==> src/sv/eess_pkg.sv <==
// Shared types and constants for the electrode scan sequencer.
`timescale 1ns / 1ps

package eess_pkg;

  localparam int PERIOD_W = 20;
  localparam int CFG_DATA_W = 20;
  localparam int GAIN_W = 2;
  localparam int NUM_CH = 4;
  localparam int TAG_W = 8;

  localparam logic [PERIOD_W-1:0] STATUS_PERIOD_RST = 20'd50000;
  localparam logic [PERIOD_W-1:0] SCAN_PERIOD_RST = 20'd5000;
  localparam logic [GAIN_W-1:0] ACTIVE_GAIN_RST = 2'd3;

  typedef enum logic [1:0] {
    CFG_STATUS_PERIOD = 2'd0,
    CFG_SCAN_PERIOD   = 2'd1,
    CFG_ACTIVE_GAIN   = 2'd2
  } cfg_reg_t;

  typedef struct packed {
    logic [3:0] pair;
    logic [1:0] meas;
  } scan_idx_t;

  typedef struct packed {
    scan_idx_t                          idx;
    logic                               frame_end;
    logic [NUM_CH-1:0][GAIN_W-1:0]      gains;
    logic [NUM_CH-1:0][TAG_W-1:0]       tags;
  } scan_upd_t;

endpackage

==> src/sv/eit_electrode_scan_sequencer.sv <==
// Top level of the electrode scan sequencer.
//
// Input channel: one transfer per base-timer slot; in_tick high means a
// timer period has elapsed, low is an idle slot that still yields a result.
// Every input transfer yields exactly one result transfer on the out_
// channel, registered: the result is valid the cycle after the input
// transfer. One item per cycle is sustained; the only register between the
// channels is the output register, so the input stalls only while a result
// is held and out_stall is high.
// Two phase counters divide ticks by status_period and scan_period. On a
// scan strobe the result carries four tags from the indices before the
// advance, then the mux, source selects and gain codes after it.
// Configuration: cfg_we writes cfg_data to register cfg_index (0 status
// period, 1 scan period, 2 active gain); write only while idle.
// Reset: counters and indices clear, gains off, registers take defaults
// (50000, 5000, 3), no result is pending.
`timescale 1ns / 1ps

module eit_electrode_scan_sequencer #(
  parameter int PHASE_WIDTH = 20
) (
  input  logic                            clk,
  input  logic                            rst_n,
  input  logic                            cfg_we,
  input  logic [1:0]                      cfg_index,
  input  logic [eess_pkg::CFG_DATA_W-1:0] cfg_data,
  input  logic                            in_valid,
  output logic                            in_stall,
  input  logic                            in_tick,
  output logic                            out_valid,
  input  logic                            out_stall,
  output logic                            out_status_toggle,
  output logic                            out_scan_step,
  output logic                            out_frame_end,
  output logic [7:0]                      out_tag_one,
  output logic [7:0]                      out_tag_two,
  output logic [7:0]                      out_tag_three,
  output logic [7:0]                      out_tag_four,
  output logic [1:0]                      out_meas_select,
  output logic [3:0]                      out_source_positive,
  output logic [3:0]                      out_source_negative,
  output logic [7:0]                      out_gain_one_to_four
);

  logic [eess_pkg::PERIOD_W-1:0] status_period_r;
  logic [eess_pkg::PERIOD_W-1:0] scan_period_r;
  logic [eess_pkg::GAIN_W-1:0]   active_gain_r;

  eess_pkg::scan_idx_t idx_r;
  eess_pkg::scan_idx_t idx_nxt;
  logic [7:0]          gain_r;
  logic [7:0]          gain_nxt;
  eess_pkg::scan_upd_t upd;

  logic in_xfer;
  logic adv;
  logic st;
  logic sc;
  logic out_valid_r;
  logic out_valid_nxt;

  logic       status_r;
  logic       scan_r;
  logic       frame_r;
  logic [7:0] tag_one_r;
  logic [7:0] tag_two_r;
  logic [7:0] tag_three_r;
  logic [7:0] tag_four_r;
  logic [1:0] meas_r;
  logic [3:0] src_pos_r;
  logic [3:0] src_neg_r;
  logic [7:0] gain_out_r;

  assign in_stall = out_valid_r && out_stall;
  assign in_xfer  = in_valid && !in_stall;
  assign adv      = in_xfer && in_tick;

  // configuration registers
  always_ff @(posedge clk) begin
    if (!rst_n) begin
      status_period_r <= eess_pkg::STATUS_PERIOD_RST;
      scan_period_r   <= eess_pkg::SCAN_PERIOD_RST;
      active_gain_r   <= eess_pkg::ACTIVE_GAIN_RST;
    end else if (cfg_we) begin
      unique case (eess_pkg::cfg_reg_t'(cfg_index))
        eess_pkg::CFG_STATUS_PERIOD: status_period_r <= cfg_data;
        eess_pkg::CFG_SCAN_PERIOD:   scan_period_r   <= cfg_data;
        eess_pkg::CFG_ACTIVE_GAIN:   active_gain_r   <= cfg_data[eess_pkg::GAIN_W-1:0];
        default: ;
      endcase
    end
  end

  eess_phase_ctr #(.PHASE_WIDTH(PHASE_WIDTH)) u_status_ctr (
    .clk    (clk),
    .rst_n  (rst_n),
    .adv    (adv),
    .period (status_period_r),
    .strobe (st)
  );

  eess_phase_ctr #(.PHASE_WIDTH(PHASE_WIDTH)) u_scan_ctr (
    .clk    (clk),
    .rst_n  (rst_n),
    .adv    (adv),
    .period (scan_period_r),
    .strobe (sc)
  );

  eess_scan_step u_step (
    .idx         (idx_r),
    .active_gain (active_gain_r),
    .upd         (upd)
  );

  assign idx_nxt  = sc ? upd.idx : idx_r;
  assign gain_nxt = sc ? upd.gains : gain_r;

  always_ff @(posedge clk) begin
    if (!rst_n) begin
      idx_r  <= '0;
      gain_r <= '0;
    end else begin
      idx_r  <= idx_nxt;
      gain_r <= gain_nxt;
    end
  end

  // output register
  always_comb begin
    out_valid_nxt = out_valid_r;
    if (in_xfer) begin
      out_valid_nxt = 1'b1;
    end else if (!out_stall) begin
      out_valid_nxt = 1'b0;
    end
  end

  always_ff @(posedge clk) begin
    if (!rst_n) begin
      out_valid_r <= 1'b0;
    end else begin
      out_valid_r <= out_valid_nxt;
    end
  end

  always_ff @(posedge clk) begin
    if (in_xfer) begin
      status_r    <= st;
      scan_r      <= sc;
      frame_r     <= sc && upd.frame_end;
      tag_one_r   <= sc ? upd.tags[0] : 8'd0;
      tag_two_r   <= sc ? upd.tags[1] : 8'd0;
      tag_three_r <= sc ? upd.tags[2] : 8'd0;
      tag_four_r  <= sc ? upd.tags[3] : 8'd0;
      meas_r      <= idx_nxt.meas;
      src_pos_r   <= idx_nxt.pair;
      src_neg_r   <= idx_nxt.pair + 4'd1;
      gain_out_r  <= gain_nxt;
    end
  end

  assign out_valid            = out_valid_r;
  assign out_status_toggle    = status_r;
  assign out_scan_step        = scan_r;
  assign out_frame_end        = frame_r;
  assign out_tag_one          = tag_one_r;
  assign out_tag_two          = tag_two_r;
  assign out_tag_three        = tag_three_r;
  assign out_tag_four         = tag_four_r;
  assign out_meas_select      = meas_r;
  assign out_source_positive  = src_pos_r;
  assign out_source_negative  = src_neg_r;
  assign out_gain_one_to_four = gain_out_r;

  a_frame_needs_scan: assert property (@(posedge clk) disable iff (!rst_n)
    out_valid_r && out_frame_end |-> out_scan_step)
    else $error("frame end without scan step");

  a_tags_idle_zero: assert property (@(posedge clk) disable iff (!rst_n)
    out_valid_r && !out_scan_step |-> (out_tag_one == 8'd0) && (out_tag_four == 8'd0))
    else $error("tags nonzero without scan step");

  a_source_pair: assert property (@(posedge clk) disable iff (!rst_n)
    out_valid_r |-> out_source_negative == 4'(out_source_positive + 4'd1))
    else $error("source pair mismatch");

  a_scan_advances_meas: assert property (@(posedge clk) disable iff (!rst_n)
    in_xfer && sc |=> idx_r.meas == 2'($past(idx_r.meas) + 2'd1))
    else $error("mux index did not advance on scan strobe");

endmodule

==> src/sv/eess_phase_ctr.sv <==
// Wrapping phase counter with strobe on reaching one.
`timescale 1ns / 1ps

module eess_phase_ctr #(
  parameter int PHASE_WIDTH = 20
) (
  input  logic                          clk,
  input  logic                          rst_n,
  input  logic                          adv,
  input  logic [eess_pkg::PERIOD_W-1:0] period,
  output logic                          strobe
);

  localparam int CMP_W = (PHASE_WIDTH > eess_pkg::PERIOD_W) ? PHASE_WIDTH
                                                             : eess_pkg::PERIOD_W;

  logic [PHASE_WIDTH-1:0] phase_r;
  logic [PHASE_WIDTH-1:0] phase_nxt;
  logic [PHASE_WIDTH-1:0] inc;

  assign inc = phase_r + {{(PHASE_WIDTH-1){1'b0}}, 1'b1};

  always_comb begin
    phase_nxt = phase_r;
    if (adv) begin
      if (CMP_W'(inc) >= CMP_W'(period)) begin
        phase_nxt = '0;
      end else begin
        phase_nxt = inc;
      end
    end
  end

  assign strobe = adv && (phase_nxt == {{(PHASE_WIDTH-1){1'b0}}, 1'b1});

  always_ff @(posedge clk) begin
    if (!rst_n) begin
      phase_r <= '0;
    end else begin
      phase_r <= phase_nxt;
    end
  end

endmodule

==> src/sv/eess_scan_step.sv <==
// Mux advance, measurement tags and per-channel gain codes for one scan step.
`timescale 1ns / 1ps

module eess_scan_step (
  input  eess_pkg::scan_idx_t              idx,
  input  logic [eess_pkg::GAIN_W-1:0]      active_gain,
  output eess_pkg::scan_upd_t              upd
);

  logic [3:0] s;
  logic [3:0] s2;
  logic [1:0] meas_new;
  logic [3:0] pair_new;
  logic       meas_wrap;

  assign meas_new  = idx.meas + 2'd1;
  assign meas_wrap = (meas_new == 2'd0);
  assign pair_new  = meas_wrap ? (idx.pair + 4'd1) : idx.pair;
  assign s  = pair_new;
  assign s2 = pair_new + 4'd1;

  always_comb begin
    logic [3:0] e;
    logic [3:0] e2;
    upd.idx.meas  = meas_new;
    upd.idx.pair  = pair_new;
    upd.frame_end = meas_wrap && (pair_new == 4'd0);
    for (int a = 0; a < eess_pkg::NUM_CH; a++) begin
      upd.tags[a] = {idx.pair, 2'(a), idx.meas};
      e  = {2'(a), meas_new};
      e2 = e + 4'd1;
      upd.gains[a] = (e != s && e != s2 && e2 != s) ? active_gain : '0;
    end
  end

endmodule

==> config.mk <==
export PLATFORM = sky130hd
export DESIGN_NAME = eit_electrode_scan_sequencer
export DESIGN_NICKNAME = d
export VERILOG_FILES = /design/src/sv/eess_pkg.sv /design/src/sv/eit_electrode_scan_sequencer.sv /design/src/sv/eess_phase_ctr.sv /design/src/sv/eess_scan_step.sv
export SDC_FILE = /design/constraint.sdc
export NUM_CORES = 1
export LEC_CHECK = 0
export BUFFER_PORTS_ARGS = -buffer_cell sky130_fd_sc_hd__buf_2
export CORE_ASPECT_RATIO = 1.2
export CORE_UTILIZATION = 51
export DETAILED_ROUTE_END_ITERATION = 8
export HOLD_SLACK_MARGIN = 0.12
export PLACE_DENSITY = 0.74
export SLEW_MARGIN = 15
export SYNTH_ARGS = -nofsm -noshare
export SYNTH_HDL_FRONTEND = slang
export SYNTH_SLANG_ARGS = --single-unit
==> constraint.sdc <==
create_clock -name clk -period 5.5 [get_ports clk]
set_clock_uncertainty 0.15 [all_clocks]
set_input_delay 1.1 -clock clk [delete_from_list [all_inputs] [get_ports clk]]
set_output_delay 1.1 -clock clk [all_outputs]
set_load 0.03 [all_outputs]
==> impl_metrics.ini, run 1 <==
[synth]
synth-compound-area-share = 0.144
synth.largest_area_cell = dfxtp_1
syn_avg_cell_area_um2 = 8.44
synthDistinctLibCells = 64
ys_warn_count = 0
synthMuxAreaShare = 0.0164
synth_flop_cell = dfxtp_1
yosys.area.top_type_share = 0.274
synth-async-reset-ratio = 0
syn_area_um2 = 7100
syn_inst = 841
yosys.area_share.adder = 0.0846
seq_area_frac_synth = 0.388
ys_ff_latch = 124
synth-xor-area-share = 0.0645
synth_top_family_by_area = simple AND/OR/NAND/NOR gates
synth_area_leaders = dfxtp_1, edfxtp_1, ha_1
synth_edf_count = 27
synth-simple-area-share = 0.217

[floorplan]
ios = 83
dieArea_um2 = 14400
die_w_um = 110
core_um2 = 13400
start_util = 0.529
rows = 46
die-height_um = 131

[hold_path]
hold_class = reg -> reg
whs_path_depth = 2
min-delay-start = scan_period_r[4]

[timing]
drv_slew = 0
rsz0062_at_grt = false
setup_viol = 0
relSlewSlack = 0.444
worst_slack_ps = 528
min_period_ps = 4970
holdWs_ps = 304
tns_ps = 0
max_freq_mhz = 201
tightest_slew_ps = 831
final.period_utilization = 0.904
hold_violations = 0

[setup_path]
timing.rr.start = u_scan_ctr.phase_r[0]
slowest_delay_ps = 590
cp_top_family = compound AO/OA/AOI/OAI gates
cp_cell_sequence = ha_1 -> nand3_1 -> nor2_1 -> nand4_1 -> xor2_1 -> inv_1 -> ha_1 -> a21oi_1 -> nand2_1 -> a221oi_1 -> o21ai_0 -> o21ai_0 -> a2111o_1 -> xor2_1 -> inv_1 -> ha_1 -> xnor2_1
worstSetupEndpointType = register
cp-startpoint = u_scan_ctr.phase_r[0]
cp_common_cell = ha_1
cp_num_buf_inv = 2
rr_worst_depth = 17
cp_max_fo = 9
cp_data_arrival_time_ps = 4980
worstSetupPathDepth = 17
slowest_stage = o21ai_0
rrSetupSlack_ps = 530
critical_path_class = reg -> reg
crit_required_ps = 5510
cp-start-kind = register

[route]
drtIter0Drc = 289
antenna_left = 0
wl_met3_um = 612
drc = 0
route.vias.total = 5883
wl_met2_mm = 8.05
drt_wl_total_mm = 16.1
wire_per_inst_um = 15.1
routed.top_layer = met4
first_pass_iters = 5
vias_per_cell = 5.53
drt-met1-wl_mm = 6.88

[cts]
clock-sinks = 124
clk-insertion-delay-late_ps = 410
cts_hold_buf = 0
postCtsResizedCells = 0
clkTransAtPathRegs_ps = 60
tritoncts = yes
cts.root.buffer_cell = clkbuf_16
cts_buffers = 17
clockBufferDepth = 2
htreeDepth = 4
postCtsSetupBuffers = 0

[outcome]
status = finished, final reports clean

[power]
intPower_mw = 1.75
p_sw_mw = 0.577
power_switching_share = 0.248
powerDensity_nw_per_um2 = 289
p_comb_frac = 0.092
ir_drop_mv = 0.157
seq_power_share = 0.419
p_leak_nw = 3.54
power_frac_clock = 0.489

[placement]
place_inst = 1032
dpl.hpwl_mm = 11.7
gp_congestion = 0.938
portBuffers = 78
dpl_worst_slack_ps = 561

[layout]
n_antenna_cell = 0
instances_no_fill = 1064
fin_nets = 959
final_common_cell = nand2_1
syn_to_final_growth_pct = 13.2
final_core_util = 0.599
final_cell_mix = nand2_1, dfxtp_1, buf_2
drive_above_1_share = 0.151

[grt]
antenna_found_initial = 0
grt_max_degree = 44
grt_usage = 0.235
grt_overflow_total = 0
grt_pass1_wl_mm = 26.4
first_global_vias = 5462

[job]
cap_violations = 0
## registers in the layout (all words and copies together) (netlist names), 2 cells and up
register	flops
scan_period_r	20
status_period_r	20
u_scan_ctr.phase_r	20
u_status_ctr.phase_r	20
gain_r	8
out_gain_one_to_four	8
out_tag_four	7
idx_r	6
out_source_negative	4
out_source_positive	4
active_gain_r	2
out_meas_select	2
## metrics by stage
stage,cell area (um^2),power [mW]
4_1_cts,8030,2.34
2_1_floorplan,7110,1.15
3_5_place_dp,7430,1.21
6_report,8030,2.32
3_3_place_gp,7430,1.20
5_1_grt,8030,2.40
## worst paths after layout
check	end
hold reg to reg	scan_period_r[4]
setup / recovery	out_source_negative[2]
hold / removal	scan_period_r[4]
setup reg to reg	out_source_negative[2]
## final cells by class
type / instances / area, um^2
sequential: 124 / 2750
clock inverter: 12 / 164
tap: 168 / 210
clock buffer: 20 / 437
inverter: 68 / 255
multi-input combinational: 586 / 3760
fill: 1212 / 5380
timing repair buffer: 86 / 450
## cell usage after synthesis (5+ instances only)
| master | n |
|---|---|
| dfxtp_1 | 97 |
| nand4_1 | 14 |
| mux2_2 | 5 |
| xor2_1 | 23 |
| a21oi_1 | 68 |
| nor4_1 | 5 |
| nand2_1 | 122 |
| buf_4 | 27 |
| mux2i_1 | 6 |
| o21ai_0 | 21 |
| a2bb2oi_1 | 13 |
| and2_1 | 18 |
| and3_1 | 8 |
| nand3_1 | 27 |
| xnor2_1 | 24 |
| nand2b_1 | 12 |
| nor3_1 | 19 |
| inv_1 | 68 |
| or3_1 | 6 |
| clkbuf_1 | 34 |
| nor2b_1 | 6 |
| nor2_1 | 56 |
| edfxtp_1 | 27 |
| or2_2 | 5 |
| ha_1 | 48 |
| a22oi_1 | 8 |
| o211ai_1 | 15 |
## logic make-up after synthesis
kind of cell	after synthesis
adders and majority gates	48
muxes	11
other	1
xor gates and xnor gates	49
DFF	124
and+or+nand+nor	315
buffers and inverters	134
AOI/OAI and AO/OA	159
## per-layer routing
metal | vias up | track usage
met2 | 173 | 0.405
met3 | 34 | 0.0461
met4 | 0 | 0.100
met5 | - | 0
li1 | 2939 | -
met1 | 2737 | 0.278
## worst min-delay path: stages (launching register included)
cell	delay [ps]
dfxtp_1	310
nand2_1	50
a21oi_1	50
## power groups by stage
stage | Clock (mW) | Sequential, mW | Combinational, mW
2_1_floorplan | 0 | 1.02 | 0.137
3_5_place_dp | 0 | 0.994 | 0.212
3_3_place_gp | 0 | 0.993 | 0.210
6_report | 1.14 | 0.974 | 0.214
5_1_grt | 1.19 | 0.978 | 0.235
4_1_cts | 1.15 | 0.975 | 0.214
No activity file was read; power rests on OpenSTA's default activity.
==> inputs of run 2 (changes only) <==
--- a/config.mk
+++ b/config.mk
@@ -10,7 +10,7 @@
 export CORE_UTILIZATION = 51
 export DETAILED_ROUTE_END_ITERATION = 8
 export HOLD_SLACK_MARGIN = 0.12
-export PLACE_DENSITY = 0.74
+export PLACE_DENSITY = 0.71
 export SLEW_MARGIN = 15
 export SYNTH_ARGS = -nofsm -noshare
 export SYNTH_HDL_FRONTEND = slang
==> constraint.sdc (replaced) <==
create_clock -name clk -period 5.6 [get_ports clk]
set_clock_uncertainty 0.15 [all_clocks]
set_input_delay 1.12 -clock clk [delete_from_list [all_inputs] [get_ports clk]]
set_output_delay 1.12 -clock clk [all_outputs]
set_load 0.03 [all_outputs]
==> impl_metrics.ini, run 2 (synthesis gave the netlist of run 1 again) <==
[cts]
clkTransAtPathRegs_ps = 60
clk-insertion-delay-late_ps = 420
clockBufferDepth = 2
clock-sinks = 124
postCtsSetupBuffers = 0
tritoncts = yes
htreeDepth = 4
cts.root.buffer_cell = clkbuf_16
cts_buffers = 17

[setup_path]
timing.rr.start = u_scan_ctr.phase_r[0]
worst_r2r_endpoint = out_source_negative[2]
crit_required_ps = 5610
slowest_stage = dfxtp_1
cp_cell_sequence = ha_1 -> nand3_1 -> nor2_1 -> nand4_1 -> xor2_1 -> inv_1 -> ha_1 -> a21oi_1 -> nand2_1 -> a221oi_1 -> o21ai_0 -> buf_4 -> o31a_1 -> a2111o_1 -> xor2_1 -> inv_1 -> ha_1 -> xnor2_1
critical_path_class = reg -> reg
cp-startpoint = u_scan_ctr.phase_r[0]
cp_max_fo = 9
slowest_delay_ps = 530
worstSetupEndpointType = register
cp-start-kind = register
cp_top_family = compound AO/OA/AOI/OAI gates
rrSetupSlack_ps = 520
cp_common_cell = ha_1
rr_worst_depth = 18
cp_num_buf_inv = 3
cp_data_arrival_time_ps = 5090

[layout]
regArea_um2 = 2750
n_antenna_cell = 0
final_cell_mix = nand2_1, dfxtp_1, buf_2
multi_input_area_um2 = 3760
drive_above_1_share = 0.154
syn_to_final_growth_pct = 13.5
fin_nets = 960
final_common_cell = nand2_1
final_cell_area_um2 = 8060
fill_cells = 1209

[power]
ir_drop_mv = 0.161
p_leak_nw = 3.56
powerDensity_nw_per_um2 = 287

[timing]
drv_slew = 0
rsz0062_at_grt = false
relSlewSlack = 0.417
final.period_utilization = 0.907
tightest_slew_ps = 871
hold_violations = 0
tns_ps = 0
setup_viol = 0
max_freq_mhz = 197
min_period_ps = 5080

[placement]
placed_area_um2 = 7440
portBuffers = 78
dpl.hpwl_mm = 11.9
gp_congestion = 0.947

[grt]
gr-usage-met3 = 0.0466
grt_usage = 0.240
grtUsageMet1 = 0.283
grt_pass1_wl_mm = 26.5
top_usage_layer = met2
antenna_found_initial = 0
first_global_vias = 5474
grt_max_degree = 39
grtUsageMet2 = 0.414
grt_overflow_total = 0

[route]
drtIter0Drc = 240
antenna_left = 0
vias_per_cell = 5.47
first_pass_iters = 5
route.vias.total = 5827
drt_wl_total_mm = 16.2
wire_per_inst_um = 15.2
drc = 0

[floorplan]
rows = 46
start_util = 0.529
die_w_um = 110
die-height_um = 131
ios = 83
core_um2 = 13400
dieArea_um2 = 14400

[hold_path]
min_delay_worst_endpoint = status_period_r[12]
min-delay-start = status_period_r[12]
hold_class = reg -> reg
whs_path_depth = 2

[outcome]
status = finished, final reports clean

[job]
cap_violations = 0
[run 2: metrics by stage]
step                      hold slack (ps)  instances  utilization  setup slack [ps]  power [mW]
after floorplan                       286        844            -               597        1.13
after global placement                293       1033        0.555               724        1.18
after detailed placement              298       1033        0.555               583        1.18
after CTS                             305       1065        0.601               527        2.33
after global routing                  332       1065        0.601              96.1        2.39
final                                 304       1065        0.601               520        2.31
[run 2: power by group]
group / internal, mW / switching, mW / leakage [nW]
Sequential: 0.942 / 0.0146 / 1.06
Combinational: 0.0686 / 0.141 / 2.20
Clock: 0.728 / 0.416 / 0.302
Total: 1.74 / 0.572 / 3.56
[run 2: cell type report]
class	count	share of cell area
tap	168	0.0261
timing repair buffer	87	0.0568
sequential	124	0.342
inverter	68	0.0317
clock inverter	12	0.0200
multi-input combinational	586	0.467
clock buffer	20	0.0567
[run 2: worst max-delay path by stage]
stage	to	depth (start not counted)	slack, ps
6_report	out_source_negative[2]	18	520
5_1_grt	out_source_negative[2]	18	100
4_1_cts	out_source_negative[2]	18	530
3_5_place_dp	out_source_negative[2]	18	580
3_3_place_gp	out_source_negative[2]	18	720
2_1_floorplan	out_source_negative[1]	10	600
[run 2: what timing repair did]
item / CTS / global route
endpoints found under the setup margin: 0 / 1
gates resized for setup: 0 / 1
hold buffers: 0 / 0
[run 2: routing by layer]
layer  wire length, um  vias up
li1                  -     2958
met1              6840     2687
met2              8280      156
met3               648       26
met4               435        0
met5                 0        -
[run 2: worst min-delay path, cell delays in order, from the launching register on]
cell and delay (ps):
dfxtp_1 310, nand2_1 50, a21oi_1 50
